[config.mk]
export PLATFORM = sky130hd
export DESIGN_NAME = isa_cell
export DESIGN_NICKNAME = d
export VERILOG_FILES = /design/src/isa_pkg.sv /design/src/isa_cell.sv
export SDC_FILE = /design/constraint.sdc
export NUM_CORES = 1
export LEC_CHECK = 0
export ABC_CLOCK_PERIOD_IN_PS = 6300
export BUFFER_PORTS_ARGS = -buffer_cell sky130_fd_sc_hd__buf_4
export CAP_MARGIN = 0
export CORE_MARGIN = 2
export CORE_UTILIZATION = 40
export DETAILED_ROUTE_END_ITERATION = 10
export PLACE_DENSITY_LB_ADDON = 0.1
export SETUP_SLACK_MARGIN = 0.15
export SKIP_LAST_GASP = 1
export SYNTH_ARGS = -nofsm -noshare
export SYNTH_HDL_FRONTEND = slang
export SYNTH_SLANG_ARGS = --single-unit
[constraint.sdc]
create_clock -name clk -period 6.3 [get_ports clk]
set_clock_uncertainty 0.2 [all_clocks]
set_input_delay 1.26 -clock clk [delete_from_list [all_inputs] [get_ports clk]]
set_output_delay 1.26 -clock clk [all_outputs]
set_load 0.1 [all_outputs]
[src/isa_pkg.sv]
`default_nettype none

package isa_pkg;

    localparam int DEPTH = 64;
    localparam int IDX_W = $clog2(DEPTH);
    localparam int CNT_W = $clog2(DEPTH + 1);
    localparam int DATA_W = 32;

    localparam logic [1:0] OP_READ   = 2'd0;
    localparam logic [1:0] OP_WRITE  = 2'd1;
    localparam logic [1:0] OP_ERASE  = 2'd2;
    localparam logic [1:0] OP_INSERT = 2'd3;

    localparam logic [1:0] ST_DONE = 2'd0;
    localparam logic [1:0] ST_BAD  = 2'd1;
    localparam logic [1:0] ST_FULL = 2'd2;

    // Control broadcast to every cell of the row for one item.
    typedef struct packed {
        logic              ins;
        logic              ers;
        logic              wr;
        logic [IDX_W-1:0]  index;
        logic [DATA_W-1:0] value;
    } isa_cell_ctrl_t;

endpackage

`default_nettype wire

[src/isa_cell.sv]
`default_nettype none

module isa_cell
(
    input  wire logic                          clk,
    input  wire logic [isa_pkg::IDX_W-1:0]     pos,
    input  wire isa_pkg::isa_cell_ctrl_t       ctrl,
    input  wire logic [isa_pkg::DATA_W-1:0]    prev_entry,
    input  wire logic [isa_pkg::DATA_W-1:0]    next_entry,
    output logic      [isa_pkg::DATA_W-1:0]    entry,
    output logic      [isa_pkg::DATA_W-1:0]    rd_data
);
    import isa_pkg::*;

    logic [DATA_W-1:0] entry_reg;
    logic [DATA_W-1:0] entry_next;
    logic              hit;
    logic              above;

    assign hit   = (pos == ctrl.index);
    assign above = (pos > ctrl.index);

    always_comb
    begin
        entry_next = entry_reg;
        if (ctrl.ins)
        begin
            if (above)
            begin
                entry_next = prev_entry;
            end
            else if (hit)
            begin
                entry_next = ctrl.value;
            end
        end
        else if (ctrl.ers)
        begin
            // The cell at the erased place and every cell above it pull from above.
            if (above || hit)
            begin
                entry_next = next_entry;
            end
        end
        else if (ctrl.wr && hit)
        begin
            entry_next = ctrl.value;
        end
    end

    always_ff @(posedge clk)
    begin
        entry_reg <= entry_next;
    end

    assign entry   = entry_reg;
    assign rd_data = hit ? entry_reg : '0;

endmodule

`default_nettype wire
==> metrics.md <==
| Metric | Value |
|---|---|
| Status | `finished clean` |
| First-pass GRT wire length | `9980 um` |
| Gate power share | `0.523` |
| Vias | `~2400` |
| Total gr overflow | `0` |
| Die width | `81.1 um` |
| Resized Gates After CTS | `0` |
| Slew Limit Fails | `0` |
| DIE AREA | `approximately 6600 um^2` |
| Max Cap Viol | `0` |
| Critical path type | `in -> out` |
| Final hold viol count | `0` |
| Worst setup path end | `rd_data[20]` |
| Yosys top cell by area | `edfxtp_1` |
| Syn_nets | `356` |
| Achievable frequency | `approximately 220 MHz` |
| Clk buf depth | `2` |
| Placed cells | `between 400 and 500` |
| Slew of the pin with the lowest slew margin | `approximately 0.9 ns` |
| Post-Place Setup Slack | `1.80 ns` |
| Final worst-path cycle share | `0.708` |
| Leak | `1.75 nW` |
| Vias in the first global route | `around 2200` |
| Slowest cell on the critical path | `nor2_2` |
| Routed Wire Length | `6650 um` |
| Seq pwr share | `0.318` |
| Area of the mapped netlist | `2380 um^2` |
| CTS tree | `yes` |
| Sequential area share after synthesis | `0.404` |
| RePlAce Congestion | `~0.76` |
| Final setup vio count | `0` |
| Detailed Place HPWL | `4940 um` |
| H-tree levels | `2` |
| Yosys top cell area share | `0.404` |
| Top cells by area, synth | `edfxtp_1 40%, mux2i_1 13%, a211oi_1 10%, nor2b_1 8.9%, and2_1 8.4%` |
| Area Growth Syn to Fin | `58.9%` |
| Synth cell types | `20` |
| Flops & latches, synth | `32` |
| Setup TNS | `0 ns` |
| Core ar. | `5850 um^2` |
| Req. time, crit path | `between 4 and 5 ns` |
| CTS Hold Buffers Added | `0` |
| Ys Warns | `0` |
| Average size of a mapped cell | `10.0 um^2` |
| Critical Path AT | `3.00 ns` |
| Clock share of power | `0.159` |
| Die Y | `81.1 um` |
| Crit path launch type | `input port` |
| Antenna diodes | `0` |
| Initial Util | `0.407` |
| Clock slew seen by the registers of the worst setup and hold paths | `0.07 ns` |
| FP Rows | `28` |
| CTS root buf | `clkbuf_8` |
| Cells along the critical path | `buf_4 -> ha_1 -> nand4_1 -> nor2_2 -> buf_4 -> and2_1 -> buf_4` |
| Clock sink count | `32` |
| Setup bufs post-CTS | `0` |
| Max incr delay on CP | `0.41 ns` |
| Min-delay worst type | `in -> reg` |
| CP endpoint kind | `output pin` |
| P_sw | `0.447 mW` |
| RSZ-0062 raised after global routing | `false` |
| Slew headroom | `0.399` |
| Routed vias/inst | `4.99` |
| Critical Path Fanout Max | `22` |
| Worst setup margin | `1.84 ns` |
| Final Non-Filler Cells | `roughly 480` |
| Wirelength per Cell | `roughly 14 um` |
| 1st-iter DRT viols | `91` |
| Sw Share | `0.477` |
| I/O pins | `176` |
| Final worst path period need | `4.46 ns` |
| Synth Instances | `about 240` |
| Peak VDD IR | `121 uV` |
| Largest register FFs | `32` |
| DRT Pass-1 Iters | `4` |
| P_int | `around 0.5 mW` |
| PD cells | `between 200 and 250 nW/um^2` |
| Largest net degree at the start of global routing | `67` |
| GRT Overall Usage | `0.196` |
| Drt drc | `0` |
| ANT nets after route | `0` |
| CTS Buf Count | `5` |
| Initial antenna violation count | `0` |
| # nets final | `520` |
| Most used cell, CP | `buf_4` |
| Number of buffers added on ports | `roughly 180` |
| Ratio of cells with drive above 1 in the final layout | `0.459` |
| Worst Setup SP | `pos[5]` |
| Final Util | `0.646` |
[worst max-delay path: cells and delay by family]
kind	cells	cell delay (ns)
AND/OR/NAND/NOR	3	0.70
adder cells (fa/ha/maj)	1	0.31
buffers and inverters	3	0.72
[through the flow]
step / hold slack [ns] / area (um^2) / total power, mW
floorplan: 1.32 / 2380 / 0.670
global placement: 1.41 / 3700 / 0.792
detailed placement: 1.42 / 3700 / 0.796
CTS: 1.12 / 3780 / 0.946
global route: 1.14 / 3780 / 0.977
finish: 1.13 / 3780 / 0.938
[layout by cell type (no fill, tap or decap), types with 5 or more instances in the layout]
cell	count
buf_4	177
nor2b_1	34
a211oi_1	33
a21oi_1	32
and2_1	32
edfxtp_1	32
mux2i_1	31
inv_1	7
ha_1	6
clkbuf_8	5
[power groups by stage]
stage                     Combinational [mW]  Sequential, mW  Clock, mW
after global placement                 0.489           0.303          0
after CTS                              0.494           0.299      0.154
final                                  0.491           0.298      0.149
after detailed placement               0.493           0.303          0
after floorplan                        0.116           0.554          0
after global routing                   0.512           0.303      0.162
[cell usage after synthesis, drive strengths merged]
| library cell | n |
|---|---|
| nand2 | 1 |
| a21o | 1 |
| buf | 5 |
| ha | 6 |
| inv | 7 |
| edfxtp | 32 |
| a211oi | 33 |
| clkbuf | 15 |
| o21bai | 1 |
| a21oi | 32 |
| nor2b | 34 |
| a221oi | 1 |
| and2 | 32 |
| mux2i | 31 |
| nand4 | 1 |
| nand3 | 2 |
| a31oi | 1 |
| nor2 | 3 |
[final cells by class]
| class | instances | area [um^2] |
|---|---|---|
| Clock buffer | 7 | 76.3 |
| Clock inverter | 1 | 3.75 |
| Fill cell | 510 | 2070 |
| Inverter | 7 | 26.3 |
| Multi-Input combinational cell | 179 | 1290 |
| Sequential cell | 32 | 961 |
| Tap cell | 75 | 93.8 |
| Timing Repair Buffer | 177 | 1330 |
[how the worst min path moves through the flow]
| stage | slack [ns] | cells after the start | startpoint | to |
|---|---|---|---|---|
| finish | 1.13 | 3 | next_entry[24] | entry[24] |
| floorplan | 1.32 | 2 | next_entry[31] | entry[31] |
| global route | 1.14 | 3 | next_entry[11] | entry[11] |
| detailed placement | 1.42 | 3 | next_entry[19] | entry[19] |
| CTS | 1.12 | 3 | next_entry[24] | entry[24] |
| global placement | 1.41 | 3 | next_entry[19] | entry[19] |
[per-layer routing]
metal	vias to the layer above	track usage	wire length, um
li1	1205	-	-
met1	1075	0.224	2560
met2	98	0.360	3450
met3	7	0.0511	576
met4	0	0.0542	62
met5	-	0	0
[logic make-up (layout without fill, tap and decap cells)]
group,count (synthesis),count (layout),share of synthesized area
muxes,31,31,0.130
buffers and inverters,27,192,0.0573
and+or+nand+nor,73,73,0.187
AOI/OAI and AO/OA,69,69,0.190
adders and majority gates,6,6,0.0315
DFF,32,32,0.404
(Power assumes the default switching activity.)
